--- src/hdl/obbov_pkg.sv ---
`default_nettype none

package obbov_pkg;

  // Quarter-wave sine table has SINE_TABLE_DEPTH+1 entries.
  localparam int SINE_TABLE_DEPTH = 1024;
  localparam int IDX_W            = $clog2(SINE_TABLE_DEPTH + 1);

  localparam int COORD_W  = 24;
  localparam int EXT_W    = 23;
  localparam int ANG_W    = 16;
  localparam int MARGIN_W = 16;
  localparam int TRIG_W   = 16;
  localparam int MAG_W    = 15;
  localparam int QUARTER  = 16384;

  localparam longint ONE_Q30 = 64'sd1073741824;
  localparam longint C1      = 64'sd1686629714;
  localparam longint C3      = 64'sd693598668;
  localparam longint C5      = 64'sd85569306;
  localparam longint C7      = 64'sd5026995;
  localparam longint C9      = 64'sd172273;

  typedef logic [MAG_W-1:0] sine_rom_t [0:SINE_TABLE_DEPTH];

  typedef struct packed {
    logic signed [COORD_W-1:0] cx;
    logic signed [COORD_W-1:0] cz;
    logic        [EXT_W-1:0]   hl;
    logic        [EXT_W-1:0]   hw;
    logic signed [COORD_W-1:0] mnx;
    logic signed [COORD_W-1:0] mnz;
    logic signed [COORD_W-1:0] mxx;
    logic signed [COORD_W-1:0] mxz;
  } geo_t;

  typedef struct packed {
    geo_t             g;
    logic [ANG_W-1:0] ang;
  } item_t;

  typedef struct packed {
    geo_t                     g;
    logic signed [TRIG_W-1:0] s;
    logic signed [TRIG_W-1:0] c;
    logic        [MAG_W-1:0]  sm;
    logic        [MAG_W-1:0]  cm;
  } trig_t;

  typedef struct packed {
    logic signed [COORD_W-1:0] cx;
    logic signed [COORD_W-1:0] cz;
    logic signed [COORD_W-1:0] bminx;
    logic signed [COORD_W-1:0] bmaxx;
    logic signed [COORD_W-1:0] bminz;
    logic signed [COORD_W-1:0] bmaxz;
    logic        [EXT_W-1:0]   hl;
    logic        [EXT_W-1:0]   hw;
    logic        [30:0]        n;
    logic        [38:0]        r0;
    logic        [38:0]        r1;
    logic signed [40:0]        p2;
    logic signed [40:0]        p3;
    logic signed [40:0]        bmin2;
    logic signed [40:0]        bmax2;
    logic signed [40:0]        bmin3;
    logic signed [40:0]        bmax3;
  } proj_t;

  // Odd polynomial to x^9 in Q30, rounded to Q15 and clamped.
  function automatic logic [MAG_W-1:0] quarter_entry(input int i);
    longint ii, x, x2, t, s, e;
    ii = longint'(i);
    if (ii > SINE_TABLE_DEPTH) begin
      ii = SINE_TABLE_DEPTH;
    end
    x  = (ii <<< 30) / SINE_TABLE_DEPTH;
    x2 = (x * x) / ONE_Q30;
    t  = C9;
    t  = C7 - (x2 * t) / ONE_Q30;
    t  = C5 - (x2 * t) / ONE_Q30;
    t  = C3 - (x2 * t) / ONE_Q30;
    t  = C1 - (x2 * t) / ONE_Q30;
    s  = (x * t) / ONE_Q30;
    e  = (s + 64'sd16384) / 64'sd32768;
    if (e > 64'sd32767) begin
      e = 64'sd32767;
    end
    if (e < 64'sd0) begin
      e = 64'sd0;
    end
    return MAG_W'(e);
  endfunction

  function automatic sine_rom_t build_sine_rom();
    sine_rom_t rom;
    for (int i = 0; i <= SINE_TABLE_DEPTH; i++) begin
      rom[i] = quarter_entry(i);
    end
    return rom;
  endfunction

endpackage

`default_nettype wire

--- src/hdl/obbov_sep.sv ---
`default_nettype none

module obbov_sep (
  input  wire logic                            clk,
  input  wire logic                            rst_n,
  input  wire logic [obbov_pkg::MARGIN_W-1:0]  margin,
  input  wire logic                            in_valid,
  output logic                                 in_ready,
  input  wire obbov_pkg::proj_t                in_data,
  output logic                                 out_valid,
  input  wire logic                            out_ready,
  output logic                                 out_overlap
);
  import obbov_pkg::*;

  typedef struct packed {
    logic               sep01;
    logic signed [40:0] p2;
    logic signed [40:0] p3;
    logic        [53:0] r2;
    logic        [53:0] r3;
    logic signed [40:0] bmin2;
    logic signed [40:0] bmax2;
    logic signed [40:0] bmin3;
    logic signed [40:0] bmax3;
  } fin_t;

  logic v5_r, ov_r;
  logic rdy5, rdy6;
  fin_t s5_r, s5_nxt;
  logic overlap_r, overlap_nxt;

  // Axes x and z are compared with coordinates and margin scaled up by 2^15.
  logic signed [41:0] cx_sh, cz_sh, r0_e, r1_e, m15;
  logic signed [41:0] bminx_sh, bmaxx_sh, bminz_sh, bmaxz_sh;
  logic               sep0, sep1;

  // Rotated axes are compared exactly in Q38.
  logic signed [57:0] p2_sh, p3_sh, r2_e, r3_e, m30;
  logic signed [57:0] bmin2_sh, bmax2_sh, bmin3_sh, bmax3_sh;
  logic               sep2, sep3;

  assign rdy6     = !ov_r || out_ready;
  assign rdy5     = !v5_r || rdy6;
  assign in_ready = rdy5;

  always_comb begin
    cx_sh    = {{3{in_data.cx[23]}}, in_data.cx, 15'b0};
    cz_sh    = {{3{in_data.cz[23]}}, in_data.cz, 15'b0};
    bminx_sh = {{3{in_data.bminx[23]}}, in_data.bminx, 15'b0};
    bmaxx_sh = {{3{in_data.bmaxx[23]}}, in_data.bmaxx, 15'b0};
    bminz_sh = {{3{in_data.bminz[23]}}, in_data.bminz, 15'b0};
    bmaxz_sh = {{3{in_data.bmaxz[23]}}, in_data.bmaxz, 15'b0};
    r0_e     = $signed({3'b0, in_data.r0});
    r1_e     = $signed({3'b0, in_data.r1});
    m15      = $signed({11'b0, margin, 15'b0});
    sep0 = (cx_sh + r0_e + m15 < bminx_sh) || (bmaxx_sh + m15 < cx_sh - r0_e);
    sep1 = (cz_sh + r1_e + m15 < bminz_sh) || (bmaxz_sh + m15 < cz_sh - r1_e);
    s5_nxt.sep01 = sep0 || sep1;
    s5_nxt.p2    = in_data.p2;
    s5_nxt.p3    = in_data.p3;
    s5_nxt.r2    = 54'(in_data.n) * 54'(in_data.hl);
    s5_nxt.r3    = 54'(in_data.n) * 54'(in_data.hw);
    s5_nxt.bmin2 = in_data.bmin2;
    s5_nxt.bmax2 = in_data.bmax2;
    s5_nxt.bmin3 = in_data.bmin3;
    s5_nxt.bmax3 = in_data.bmax3;
  end

  always_comb begin
    p2_sh    = {{2{s5_r.p2[40]}}, s5_r.p2, 15'b0};
    p3_sh    = {{2{s5_r.p3[40]}}, s5_r.p3, 15'b0};
    bmin2_sh = {{2{s5_r.bmin2[40]}}, s5_r.bmin2, 15'b0};
    bmax2_sh = {{2{s5_r.bmax2[40]}}, s5_r.bmax2, 15'b0};
    bmin3_sh = {{2{s5_r.bmin3[40]}}, s5_r.bmin3, 15'b0};
    bmax3_sh = {{2{s5_r.bmax3[40]}}, s5_r.bmax3, 15'b0};
    r2_e     = $signed({4'b0, s5_r.r2});
    r3_e     = $signed({4'b0, s5_r.r3});
    m30      = $signed({12'b0, margin, 30'b0});
    sep2 = (p2_sh + r2_e + m30 < bmin2_sh) || (bmax2_sh + m30 < p2_sh - r2_e);
    sep3 = (p3_sh + r3_e + m30 < bmin3_sh) || (bmax3_sh + m30 < p3_sh - r3_e);
    overlap_nxt = !(s5_r.sep01 || sep2 || sep3);
  end

  always_ff @(posedge clk) begin
    if (!rst_n) begin
      v5_r <= 1'b0;
      ov_r <= 1'b0;
    end else begin
      if (rdy5) begin
        v5_r <= in_valid;
      end
      if (rdy6) begin
        ov_r <= v5_r;
      end
    end
  end

  always_ff @(posedge clk) begin
    if (rdy5 && in_valid) begin
      s5_r <= s5_nxt;
    end
    if (rdy6 && v5_r) begin
      overlap_r <= overlap_nxt;
    end
  end

  assign out_valid   = ov_r;
  assign out_overlap = overlap_r;

endmodule

`default_nettype wire

--- config.mk ---
export PLATFORM = sky130hd
export DESIGN_NAME = obbov_sep
export DESIGN_NICKNAME = d
export VERILOG_FILES = /design/src/hdl/obbov_pkg.sv /design/src/hdl/obbov_sep.sv
export SDC_FILE = /design/constraint.sdc
export NUM_CORES = 2
export LEC_CHECK = 0
export ABC_AREA = 0
export BUFFER_PORTS_ARGS = -buffer_cell sky130_fd_sc_hd__buf_2
export CORE_MARGIN = 2
export CORE_UTILIZATION = 60
export CTS_CLUSTER_SIZE = 30
export DETAILED_ROUTE_END_ITERATION = 12
export HOLD_SLACK_MARGIN = 0.03
export PLACE_DENSITY = 0.75
export SYNTH_ARGS = -nofsm -noshare
export SYNTH_HDL_FRONTEND = slang
export SYNTH_SLANG_ARGS = --single-unit
--- constraint.sdc ---
create_clock -name clk -period 20.3 [get_ports clk]
set_clock_uncertainty 0.2 [all_clocks]
set_input_delay 2.03 -clock clk [delete_from_list [all_inputs] [get_ports clk]]
set_output_delay 2.03 -clock clk [all_outputs]
set_load 0.1 [all_outputs]
Word level (Yosys, flattened, before mapping)
Index checks and enable logic that the tools add are counted.
Cells by class
  reduce and logical (&&, ||, !) cells: 14
  magnitude comparators: 8
  multiply operators: 2
  add/sub/neg operators: 16
Operators by type and width (number)
  adder 57 x 47 -> 58 bit: 2
  less-than comparator 58 x 56 -> 1 bit: 2
  adder 56 x 47 -> 57 bit: 2
  adder 56 x 55 -> 57 bit: 2
  less-than comparator 57 bit: 2
  subtractor 56 x 55 -> 57 bit: 2
  multiplier 31 x 23 -> 54 bit: 2
  adder 41 x 32 -> 42 bit: 2
  less-than comparator 42 x 39 -> 1 bit: 2
  adder 39 x 40 -> 41 bit: 2
  less-than comparator 40 x 41 -> 1 bit: 2
  subtractor 39 x 40 -> 41 bit: 2
  adder 39 x 32 -> 40 bit: 2
  logical OR 1 bit: 9
  logical NOT 1 bit: 3
  logical AND 1 bit: 2
Storage, ports and cells
  word-level logic and storage cells: 52
  output and inout port bits: 3
  register bits: 358

Longest topological paths before layout
  depth in word-level cells: 7
  mapped depth: 28
  depth with buffers taken out: 27

Worst setup path before layout
No wires, ideal clock.
  path kind: in2reg
  start: input out_ready
  end: register s5_r, in the netlist bmax2_sh[15], enable pin
  data required time: 19.339 ns
  setup slack: 8.460 ns
  stages on the path: 3
  data arrival time: 10.879 ns
  cell sequence: nor2b_1 > nand2_1 > and2_1
Between the ends
  longest elaborated chain between the ends: 3
Ends and longest elaborated chain
  start: declaration: RTL line obbov_sep.sv:11  | input wire logic out_ready,
  logical OR 1 bit: RTL line obbov_sep.sv:43  | assign rdy6 = !ov_r || out_ready;
  logical OR 1 bit: RTL line obbov_sep.sv:44  | assign rdy5 = !v5_r || rdy6;
  named net in_ready: RTL line obbov_sep.sv:8  | output logic in_ready,
  logical AND 1 bit: RTL line obbov_sep.sv:100  | if (rdy5 && in_valid) begin
  end signal: assignment: RTL line obbov_sep.sv:101  | s5_r <= s5_nxt;
  end: declaration: RTL line obbov_sep.sv:30  | fin_t s5_r, s5_nxt;
The timed path passes the listed nets, and every way through them passes these cells.
A chain may end at the register's enable or synchronous reset.

==> flow_summary.toml <==
[run_status]
run_status = "completed"

[timing]
rsz0062_at_grt = "false"
fin_crit_sh_pct = 47.6
relSlewSlack_pct = 12.8
hold_viol = 0
max_freq_mhz = 103
setup-tns-final_ns = 0
finalMaxSlewViolations = 0
finalCriticalPeriod_ns = 9.67
setup_viol = 0
worstMarginPinSlew_ns = 1.31

[floorplanning]
die-area_sq_um = 140000
die_w_um = 375
start_util_pct = 60.7
ios = 568
core_area_sq_um = 136000
die_y_um = 375
rows = 135

[detailed_routing]
routed_wl_um = 243000
drt_iter0_markers = 5738
vias = 66500
ant_nets = 0
drt-vias-per-instance = 5.91
drc = 0
wl_per_cell_um = 21.6
dr.pass1.iters = 6

[clock_tree]
root_buffer = "clkbuf_16"
cts.sinks = 358
clkTransAtPathRegs_ns = 0.07
post-cts-setup-buffers = 0
ctsResizeCount = 0
cts_tree = "yes"
cts_made_buffers = 40
holdBufCountCts = 0
clk_path_buf_depth = 3
clk_latency_ns = 0.57
htreeDepth = 2

[logic_synthesis]
ys_seq_elements = 358
synth.area.top_cells = "fa_1 (31%), ha_1 (15%), edfxtp_1 (13%), inv_1 (7.7%), and2_1 (4.8%)"
syn_avg_cell_area_sq_um = 9.05
yosysMostFrequentCell = "inv_1"
synthArstFlopShare_pct = 0
syn_area_sq_um = 82400
synth_ff_type = "edfxtp_1"
yosysUniqueCellTypes = 99
synth_edf_count = 356
synthTopCellsByCount = "inv_1 (1690), fa_1 (1284), nand2_1 (1060), ha_1 (1014), and2_1 (638)"
yosys_warnings = 0
yosys.area.top_type = "fa_1"
synth_cells = 9108
synth_nets = 12000
ys_seq_area_share_pct = 13.0
synth_top_area_share_pct = 31.2

[worst_setup_path]
cpMostUsedCell = "fa_1"
critPathSlowestCell = "buf_2"
cp_cell_sequence = "buf_2, nand2_1, fa_1, inv_1, fa_1, fa_1, fa_1, fa_1, fa_1, inv_1, fa_1, inv_1, ha_1, a21oi_1, o211ai_1, a221oi_1, nor3b_1, o211ai_1, nor2_1, or3_1, a31oi_1, o211ai_1, xor2_1"
path_max_fanout = 46
arrival_ns = 9.76
crit_path_start_kind = "input port"
crit_type = "input port to flip-flop"
cp.required_ns = 20.39
max_stage_delay_ns = 0.87
crit_path_end_kind = "flip-flop"

[layout]
multi_input_area_sq_um = 64000
finalNonFillerCells = 11300
regArea_sq_um = 10700
syn2layout_area_growth_pct = 6.62
final_nets = 12300
fillers = 11400
drive_gt1_share_pct = 7.82

[job]
max-cap-violations = 0

[place]
place.gp.congestion = 0.992
dp_cells = 11200
place_hpwl_um = 192000
numPortBuffers = 567

[global_route]
track_usage_pct = 34.8
grt_max_degree = 85
grt_pass1_wl_um = 381000
grt_overflow = 0
grt_antenna_before_repair = 29
first_global_vias = 69400

[worst_hold_path]
hp-class = "flip-flop to flip-flop"
-- cells in the final DEF, fill, tap and decap left out, drive strengths merged, types with 50 or more instances in the layout --
cell    netlist  final
xor2        122    122
a21o        246    246
nand2b       56     56
edfxtp      356    356
ha         1014   1014
and2        638    638
buf           6    615
a211oi       50     50
nor2        301    301
a31oi        50     50
inv        1690   1699
a21oi       433    433
o21a         56     56
nand4        97     97
fa         1284   1284
nand3       108    108
nor2b        59     59
o21bai       55     55
and3         53     53
nor3         94     94
o21ai       239    239
xnor2       301    301
nand2      1060   1060
-- flip-flops by register name, indices dropped and copies added, names as in the netlist, 41 cells and up --
name      flops
p2_sh        41
bmin3_sh     41
r3_e         54
bmax2_sh     41
p3_sh        41
bmax3_sh     41
bmin2_sh     41
r2_e         54
-- metrics by stage --
stage	hold slack, ns	setup WS [ns]	instance area [sq um]	util (%)
4_1_cts	0.333	10.83	87800	64.6
2_1_floorplan	0.277	8.46	82400	-
3_3_place_gp	0.291	10.32	86500	63.7
3_5_place_dp	0.304	10.25	86500	63.7
6_report	0.335	10.63	87800	64.7
5_1_grt	0.341	10.42	87800	64.7
-- layout make-up --
cell class / instances / area share (%)
Antenna cell: 21 / 0.0598
Clock inverter: 24 / 0.268
Tap cell: 1781 / 2.54
Clock buffer: 48 / 1.20
Multi-Input combinational cell: 6718 / 72.9
Inverter: 1690 / 7.22
Timing Repair Buffer: 615 / 3.64
Sequential cell: 358 / 12.2
-- worst paths after layout --
kind                                    from  slack (ns)  depth (start not counted)          end
worst max-delay path            in_data[331]       10.63                         23     r3_e[51]
worst min-delay path                    v5_r        0.34                          1    out_valid
worst max register to register     p2_sh[17]       13.06                         22  out_overlap
worst min register to register          v5_r        0.34                          1    out_valid
-- layer usage --
metal | global-route usage, % | wire, um | share of wire (%) | up-vias
met2 | 55.8 | 110000 | 45 | 3157
met4 | 15.4 | 12000 | 4.9 | 20
met5 | 0 | 144 | 0.059 | -
li1 | - | - | - | 29900
met3 | 6.58 | 22800 | 9.4 | 614
met1 | 46.2 | 98100 | 40 | 32800
-- worst max-delay path, delay by kind of cell --
kind            cells  cell delay, ns
xor+xnor            1            0.17
fa+ha+maj           8            3.96
buf+inv             4            1.02
simple gates        4            0.79
compound gates      6            1.69
-- cells by family (layout without fill, tap and decap cells) --
group                      after synthesis  count (layout)  synth area share [%]
AOI/OAI and AO/OA                     1382            1382                  10.9
other                                    0              21                     0
muxes                                   11              11                 0.144
DFF                                    358             358                  13.0
and+or+nand+nor                       2604            2604                  15.5
xor gates and xnor gates               423             423                  4.50
adders and majority gates             2298            2298                  46.6
buffers and inverters                 2032            2377                  9.30
Power is left out: the tool's default activity adds up to more than one toggle a clock period on the data nets, which glitch-free logic cannot reach.
